--- src/rtl/mas_pkg.sv ---
// Shared types and constants for the modular add/sub/mul core.
// Used by mas_cell, modular_add_sub_mul_core and the testbench; depends on nothing else.
`default_nettype none
package mas_pkg;

    // Action codes
    localparam logic [1:0] ACT_ADD  = 2'd0;
    localparam logic [1:0] ACT_SUB  = 2'd1;
    localparam logic [1:0] ACT_MUL  = 2'd2;
    localparam logic [1:0] ACT_NONE = 2'd3;

    // Operand width and width of the dividend fed to the reduction chain
    localparam int OPW   = 31;
    localparam int NUM_W = 63;

    // One request as it travels down the reduction chain
    typedef struct packed {
        logic             vld;
        logic [OPW-1:0]   rem;
        logic [NUM_W-1:0] num;
        logic [OPW-1:0]   modv;
        logic             byp;
        logic [31:0]      bval;
    } link_t;

endpackage
`default_nettype wire

--- src/rtl/mas_cell.sv ---
// One restoring-reduction cell: shifts one dividend bit into the remainder.
// Depends on mas_pkg.
`default_nettype none
module mas_cell (
    input  wire logic           clk,
    input  wire logic           rst_n,
    input  wire logic           en,
    input  wire mas_pkg::link_t lin,
    output mas_pkg::link_t      lout
);

    logic [mas_pkg::OPW:0]   r2;
    logic [mas_pkg::OPW:0]   diff;
    logic [mas_pkg::OPW-1:0] rem_next;
    logic                    vld_reg;
    mas_pkg::link_t          pay_reg;
    mas_pkg::link_t          pay_next;

    // Shift in the next dividend bit and subtract the modulus when it fits
    always_comb
    begin
        r2       = {lin.rem, lin.num[mas_pkg::NUM_W-1]};
        diff     = r2 - {1'b0, lin.modv};
        rem_next = (r2 >= {1'b0, lin.modv}) ? diff[mas_pkg::OPW-1:0]
                                             : r2[mas_pkg::OPW-1:0];
        pay_next     = lin;
        pay_next.rem = rem_next;
        pay_next.num = {lin.num[mas_pkg::NUM_W-2:0], 1'b0};
    end

    // Hold the valid flag
    always_ff @(posedge clk or negedge rst_n)
    begin
        if (!rst_n)
            vld_reg <= 1'b0;
        else if (en)
            vld_reg <= lin.vld;
    end

    // Advance the payload
    always_ff @(posedge clk)
    begin
        if (en)
            pay_reg <= pay_next;
    end

    always_comb
    begin
        lout     = pay_reg;
        lout.vld = vld_reg;
    end

endmodule
`default_nettype wire

--- config.mk ---
export PLATFORM = sky130hd
export DESIGN_NAME = mas_cell
export DESIGN_NICKNAME = d
export VERILOG_FILES = /design/src/rtl/mas_pkg.sv /design/src/rtl/mas_cell.sv
export SDC_FILE = /design/constraint.sdc
export NUM_CORES = 1
export LEC_CHECK = 0
export BUFFER_PORTS_ARGS = -buffer_cell sky130_fd_sc_hd__buf_2
export CORE_MARGIN = 4
export CORE_UTILIZATION = 41
export CTS_CLUSTER_SIZE = 14
export DETAILED_ROUTE_END_ITERATION = 8
export GPL_TIMING_DRIVEN = 0
export PLACE_DENSITY_LB_ADDON = 0.12
export REMOVE_ABC_BUFFERS = 1
export SKIP_CTS_REPAIR_TIMING = 1
export SLEW_MARGIN = 40
export SYNTH_ARGS = -nofsm -noshare
export SYNTH_HDL_FRONTEND = slang
export SYNTH_SLANG_ARGS = --single-unit
export TNS_END_PERCENT = 1
--- constraint.sdc ---
create_clock -name clk -period 1.6 [get_ports clk]
set_clock_uncertainty 0.2 [all_clocks]
set_input_delay 0.24 -clock clk [delete_from_list [all_inputs] [get_ports clk]]
set_output_delay 0.24 -clock clk [all_outputs]
set_load 0.05 [all_outputs]
==> summary.md, run 1 <==
The number of detailed-route iterations in the first pass was 5; the maximum fanout along the worst path was 7. The floorplan step defined a die boundary enclosing 19200 sq um. The kind of launch point of the worst setup path is an input pin. For this block, the initial DRC count from the detailed router was 318. The number of enable flip-flop cells after synthesis came out at 157. Of all cell types, the one taking the most synthesized area is edfxtp_1.

Summing all multi-input logic gate instances after layout gives 2310 sq um. Fill cells in the final layout number 1240. The cell sitting at the root of the clock tree is a clkbuf_16. The setup slack on the worst flop-to-flop path came out at 0.62 ns. The worst max-slew margin expressed relative to the limit is 60.4%. The total routed wirelength is 22.6 mm, and the transition time at the pin with the least slew margin is 0.593 ns.

In this run the core area contains 47 standard-cell rows. The critical path ends at lout[153]. Timing would allow up to 396 MHz. The tools report the hold path startpoint as lin[126].

The internal power component is 0.00853 W, and the fraction of registers with async set or reset after synthesis is 0.633%. Entering global routing, the biggest net connects 85 pins. The buffer levels on the longest clock path was 2; the share of the yosys chip area belonging to registers was 67.8%.

Half-perimeter wire length after detailed placement: 15.5 mm. Area of the mapped netlist: 6990 sq um. The number of cells produced by synthesis is 513, and the number of synthesized register bits is 158. At the worst endpoint, the arrival time is 2.50 ns. The run gives 1206 as the number of nets in the layout. Power spread over the standard cell area amounts to 1110 nW/um^2. The area growth from synthesis to layout is 64.5%.

For the core area, the log shows 16600 sq um. The count of buffers added on input and output ports is 319. The number of global-route vias before repair was 5282. The critical path class is input pin to register. Clock latency on the worst-skew pair: 0.41 ns.

After detailed placement, the total cell area comes to 8860 sq um. Net switching is 33.3% of the power. Along the worst hold path, the cell count comes to 3. The average wire per standard cell is 18.2 um. Across the whole layout, storage elements account for 4740 sq um. Hold violation total from the final report: 2. The length in cells of the worst reg-to-reg path was 1; the portion of the clock cycle consumed by the worst path in the final layout was 158%. Most instantiated flip-flop cell in the synthesis netlist: edfxtp_1. Setup violations remaining at the end of the flow were counted as 31.

The overall global routing resource usage came out at 19.9%. For this run, design rule violations remaining after detail routing come to 0. The logs give 32.2% for the share of power burned in the clock network and 27.8% for the fraction of power consumed by combinational cells. The H-tree generated during clock tree synthesis spans 4 levels. For this run, the number of Yosys warnings is 0.

The die is 139 um tall. The flow ran to the end, but the final reports show violations. Cell area after layout: 11500 sq um. The part of the total power dissipated in sequential elements was 40.0%; the final worst slack was -0.927 ns. The number of different library cells used by synthesis comes to 59.

STA classifies the critical path endpoint as a register. The checks that failed: hold timing, setup timing. The antenna violation net count after detailed routing was 0; the switching power was 0.00426 W. The worst path needs 2.53 ns of the cycle, external delays included. The maximum VDD drop was 0.689 mV; the share of cells above drive strength 1 was 42.3%. The clock-pin slew of the registers on the worst-case setup and hold paths is 0.06 ns.

The run gives -0.0696 ns as the worst hold slack. TritonCTS built the clock tree. Across the run, the number of max-cap violations was 0. For the number of pins exceeding their max-slew limit in the final report, the log shows 0. The initial utilization of the core area, before any placement, comes to 42.0%.

The total overflow left after global routing is 0. After detailed routing, the number of vias per cell comes to 4.83. For the first-pass GRT wire length, the log shows 30.0 mm. The startpoint identified for the worst register-to-register timing path is vld_reg.

The most critical setup path has its startpoint at lin[126]. The number of vias in the routed layout was 6023. Measured on the finished design, the core utilization comes to 69.1%.

For this design the top-level I/O count stands at 321. Die width: 139 um. The required time at the endpoint of the critical path came out at 1.57 ns.

The tools report the terminus of the critical flop-to-flop path as vld_reg. Ranked by total cell area, the synthesized netlist is headed by edfxtp_1, ha_1, o21ai_0. The synthesized design devotes to its leading area cell type 67.4% of total area. Clock tree synthesis found a total of 158 sinks. Setup repair after global routing could not meet its margin everywhere. Dividing the synthesized area by the synthesized cell count gives 13.6 sq um. The register with the most flip-flops in the layout has 157 of them. At the end of routability-driven placement, the weighted congestion stood at 0.931. Buffers inserted during clock tree synthesis total 17. The logs give 2 for the number of antenna violations at the first check in global routing and 4.99 nW for the leakage dissipation. The tightest min-delay check is of the input pin to register type.
==> cell families (layout without fill, tap and decap cells) <==
group | Yosys count | in the layout | synth area share (%)
other | 1 | 3 | 0.0536
buffers and inverters | 59 | 571 | 3.54
multiplexers | 2 | 2 | 0.322
adder cells (fa/ha/maj) | 32 | 32 | 5.83
AND/OR/NAND/NOR | 111 | 111 | 8.14
flip-flops | 158 | 158 | 67.8
AO/OA/AOI/OAI | 126 | 126 | 11.3
XOR/XNOR | 24 | 24 | 3.01
==> layer usage <==
metal | global-route usage, % | routed length (um) | vias to the layer above
met5 | 0 | 0 | -
met4 | 6.97 | 673 | 0
met3 | 5.66 | 1450 | 48
met2 | 34.5 | 11700 | 229
met1 | 23.9 | 8790 | 2843
li1 | - | - | 2903
==> power by group through the flow <==
stage,sequential [W],clock [W],combinational [W]
2_1_floorplan,0.00658,0,0.000718
3_5_place_dp,0.00519,0,0.00301
6_report,0.00511,0.00412,0.00356
3_3_place_gp,0.00520,0,0.00296
4_1_cts,0.00510,0.00419,0.00302
5_1_grt,0.00514,0.00442,0.00375
==> worst min-delay path by stage <==
| stage | end | slack (ns) |
|---|---|---|
| 5_1_grt | lout[127] | -0.07 |
| 6_report | lout[127] | -0.07 |
| 3_3_place_gp | vld_reg | -0.18 |
| 3_5_place_dp | vld_reg | -0.18 |
| 4_1_cts | vld_reg | -0.64 |
| 2_1_floorplan | vld_reg | -0.26 |
==> per-stage QoR <==
step           total power, W  std cells  setup slack (ns)  TNS (ns)
6_report               0.0128       1247            -0.927    -21.43
5_1_grt                0.0133       1247            -0.972    -24.27
4_1_cts                0.0123       1071             -1.35    -32.06
3_5_place_dp          0.00820       1039             -1.80    -54.68
3_3_place_gp          0.00816       1036             -3.91   -390.45
2_1_floorplan         0.00730        497             -2.48    -74.80
==> cells in the final DEF (no fill, tap or decap), types with 7 or more instances in the layout <==
master         instances
nand2_1               42
ha_2                  11
buf_4                 16
xnor2_1               11
o21ai_0               33
inv_1                 42
edfxtp_1             157
ha_4                   7
xor2_1                13
a21o_1                11
buf_2                316
ha_1                  13
nand3_1               11
a21oi_1               23
a21oi_2                8
clkbuf_16             18
nor2_1                15
dlygate4sd3_1        156
==> critical path, stage by stage <==
cell and delay, ns:
buf_8 0.07, inv_4 0.03, ha_4 0.15, fa_2 0.39, nor2b_4 0.14, o21ai_2 0.07, a21boi_2 0.21, o31ai_4 0.10
buf_4 0.16, o21ai_4 0.15, a21boi_4 0.09, buf_12 0.14, or4_4 0.40, o211a_1 0.13
==> Yosys cell counts, types with 2 or more instances <==
master    number
inv_1         43
ha_1          31
o21bai_1       5
a211oi_1       5
nand4_1        3
nor3_1         2
xnor2_1       11
nor4_1         3
o31ai_1        3
xor2_1        13
nand3_1       11
o21a_1         3
and2_1         5
a21o_1        11
nand3b_1       2
o211a_1        2
a211o_1        2
buf_4          2
mux2_2         2
nor2b_1        2
nand2_2        2
buf_2          8
nand2b_1       4
clkbuf_1       4
a31oi_1        3
or3_1          2
o211ai_1       3
and4_1         2
and3_1         4
nand2_1       46
nor2_1        16
a21oi_1       33
edfxtp_1     157
o21ai_0       40
o21ai_1        4
==> area by class of cell <==
cell class	count	area share (%)
tap	220	2.39
inverter	43	1.42
clock buffer	17	3.70
multi-input combinational	296	20.1
timing repair buffer	496	29.6
antenna	2	0.0435
sequential	158	41.2
clock inverter	15	1.53
(Power assumes the default switching activity.)
==> run 2, diff against run 1 <==
==> constraint.sdc (replaced) <==
create_clock -name clk -period 3.2 [get_ports clk]
set_clock_uncertainty 0.2 [all_clocks]
set_input_delay 0.48 -clock clk [delete_from_list [all_inputs] [get_ports clk]]
set_output_delay 0.48 -clock clk [all_outputs]
set_load 0.05 [all_outputs]
==> summary.md, run 2 (synthesis gave the netlist of run 1 again) <==
Class of the tightest hold or removal check: input pin to register. The clock-pin slew of the registers on the worst-case setup and hold paths works out to 0.07 ns (about the same). The flow ran to the end, and the final reports show no timing, DRC or antenna violations. The number of vias in the routed layout is 5261 (-13%).

The number of input and output port buffers inserted is 319 (unchanged), and the antenna violation net count after detailed routing is 0 (unchanged). The part of the total power dissipated in sequential elements was 41.7% (+1.7 points). The buffer levels on the longest clock path is 2 (unchanged), and the clock latency on the worst-skew pair is 0.41 ns (about the same). The switching power is 0.00203 W (-52%). The most common library cell in the layout ignoring fill and taps is buf_2. The run gives 0.00407 W (-52%) as the internal power component.

The run gives 24.6% (-3.2 points) as the fraction of power consumed by combinational cells. TritonCTS built the clock tree. The startpoint identified for the worst register-to-register timing path is vld_reg. The portion of the clock cycle consumed by the worst path in the final layout is 96.0%, and the number of nets in the layout is 1034 (-14%). The critical path class was input pin to register. The library cells used most frequently in the layout, excluding fill and tap cells, are buf_2, edfxtp_1, nand2_1. Critical path depth in cells: 12 (-2). The tree is rooted in a clkbuf_16. The run gives 42.0% (unchanged) as the initial cell density of the core. The average wire per standard cell came out at 18.2 um (+0.52%). First-pass GRT wire length: 30.0 mm (unchanged). Overall global routing resource usage: 19.9% (unchanged). The maximum fanout along the worst path came out at 23 (+16). The hold violation total from the final report came out at 0 (-2).

The die width was 139 um (unchanged); the arrival time at the worst endpoint was 3.04 ns (+0.54 ns). Final weighted congestion in routability-driven placement: 0.931 (unchanged). Setup repair after global routing left no endpoint under its margin. The tools report the maximum VDD drop as 0.348 mV (-50%).

The worst setup path is captured at a register. The number of detailed-route iterations in the first pass was 6 (+1). The number of clock buffers inserted by TritonCTS is 17 (unchanged), and the power density relative to cell area is 643 nW/um^2 (-42%).

The highest cell delay on the worst timing path was 0.51 ns (+0.11 ns). For the worst max-slew margin expressed relative to the limit, the log shows 60.7% (+0.29 points). Count of clock tree sinks: 158 (unchanged).

Walking the worst path, the cells encountered are buf_2, ha_1, fa_1, nor2b_2, o21ai_1, a21boi_2, o31ai_4, o21ai_2, a21boi_4, buf_8, or4_1, o211a_1. The share of cells above drive strength 1 was 43.5% (+1.2 points); the length in cells of the worst reg-to-reg path was 1 (unchanged). Core area: 16600 sq um (unchanged). The I/O pin total was 321 (unchanged).

The row count came out at 47 (unchanged). The tools report the worst hold slack as 0.0317 ns (+0.101 ns). On the critical path, the stage with the largest delay is an instance of or4_1. Maximum number of pins on one net before global-route repair: 85 (unchanged).

The worst setup path endpoint was lout[153]. The total routed wirelength is 19.6 mm (-13%), and the floorplan die height is 139 um (unchanged). The beginning of the critical path is lin[33]. Subtracting the final worst setup slack from the clock period gives 3.07 ns. STA classifies the critical path startpoint as an input pin. On the critical path the largest part of the delay comes from compound AO/OA/AOI/OAI gates. From synthesis to final layout, the design area changed by 35.8%.

The DRC marker count from the first detailed-route iteration was 343 (+7.9%). For the max-capacitance violation count, the log shows 0 (unchanged). The logs give 57.1% (-12 points) for the final design utilization and 0 (unchanged) for the detailed-route DRC error count. The total buffers and inverters traversed by the critical path came out at 2 (-2).

The run gives 33.6% (+1.4 points) as the share of power burned in the clock network. The die footprint came out at 19200 sq um (unchanged). The run gives 2.25 ns (+1.63 ns) as the setup slack on the worst flop-to-flop path. The transition time at the pin with the least slew margin is 0.589 ns (-0.00432 ns). The number of pins exceeding their max-slew limit in the final report was 0 (unchanged); the setup violation total in the final timing report was 0 (-100%). The number of flip-flops under the largest register name was 157 (unchanged); the global-route congestion overflow total was 0 (unchanged). The number of antenna violations at the first check in global routing is 3 (+1). The hold path startpoint was lin[106].

The required time at the endpoint of the critical path is 3.17 ns (+1.60 ns), and the leakage dissipation is 4.23 nW (-15%). The tools report the terminus of the critical flop-to-flop path as vld_reg. The number of vias per cell after detailed routing was 4.89 (+1.3%). The top achievable clock speed is 326 MHz, and the count of H-tree levels built during CTS is 4 (unchanged). Half-perimeter wire length after detailed placement: 15.5 mm (unchanged). The run gives 5282 (unchanged) as the number of global-route vias before repair. Proportion of total power due to net switching: 33.3% (about the same).
## run 2: changes by cell type in the layout (fill, tap and decap cells not counted), moves of 3 or more
cell	previous run	this run
a21oi_1	23	33
a21oi_2	8	1
a21oi_4	3	0
buf_4	16	1
dlygate4sd3_1	156	1
ha_1	13	31
ha_2	11	0
ha_4	7	0
nand2_1	42	46
nand2_2	6	2
o21ai_0	33	40
o21ai_1	6	3
## run 2: layout make-up
cell class,count,area (sq um)
Sequential cell,158,4740
Clock inverter,15,176
Tap cell,220,275
Fill cell,1486,7140
Timing Repair Buffer,324,1680
Inverter,43,161
Clock buffer,17,425
Multi-Input combinational cell,296,2030
Antenna cell,2,5.00
## run 2: worst min-delay path by stage
stage,to,slack (ns),cells after the start
6_report,lout[107],0.03,1
5_1_grt,lout[114],0.007,1
4_1_cts,vld_reg,-0.40,1
3_5_place_dp,vld_reg,0.06,1
3_3_place_gp,vld_reg,0.06,1
2_1_floorplan,vld_reg,-0.02,0
## run 2: metal layers
layer	GRT usage, %	up-vias	wire length, um
met5	0	-	20
met4	6.97	2	305
met3	5.66	20	1420
met2	34.5	222	10000
met1	23.9	2459	7840
li1	-	2558	-
## run 2: power by group through the flow
stage | registers (W) | logic, W | clock network, W
2_1_floorplan | 0.00329 | 0.000359 | 0
3_3_place_gp | 0.00260 | 0.00148 | 0
3_5_place_dp | 0.00259 | 0.00150 | 0
4_1_cts | 0.00255 | 0.00151 | 0.00210
5_1_grt | 0.00257 | 0.00159 | 0.00221
6_report | 0.00255 | 0.00150 | 0.00205
## run 2: metrics by stage
stage	instance area, sq um	setup TNS, ns	power [W]	setup WS, ns	instances
after floorplan	6910	-33.10	0.00365	-1.12	497
after global placement	8780	-133.53	0.00408	-2.55	1036
after detailed placement	8860	-3.82	0.00410	-0.442	1039
after CTS	9460	0	0.00616	0.0110	1071
after global routing	9500	0	0.00637	0.0355	1075
final	9500	0	0.00611	0.128	1075
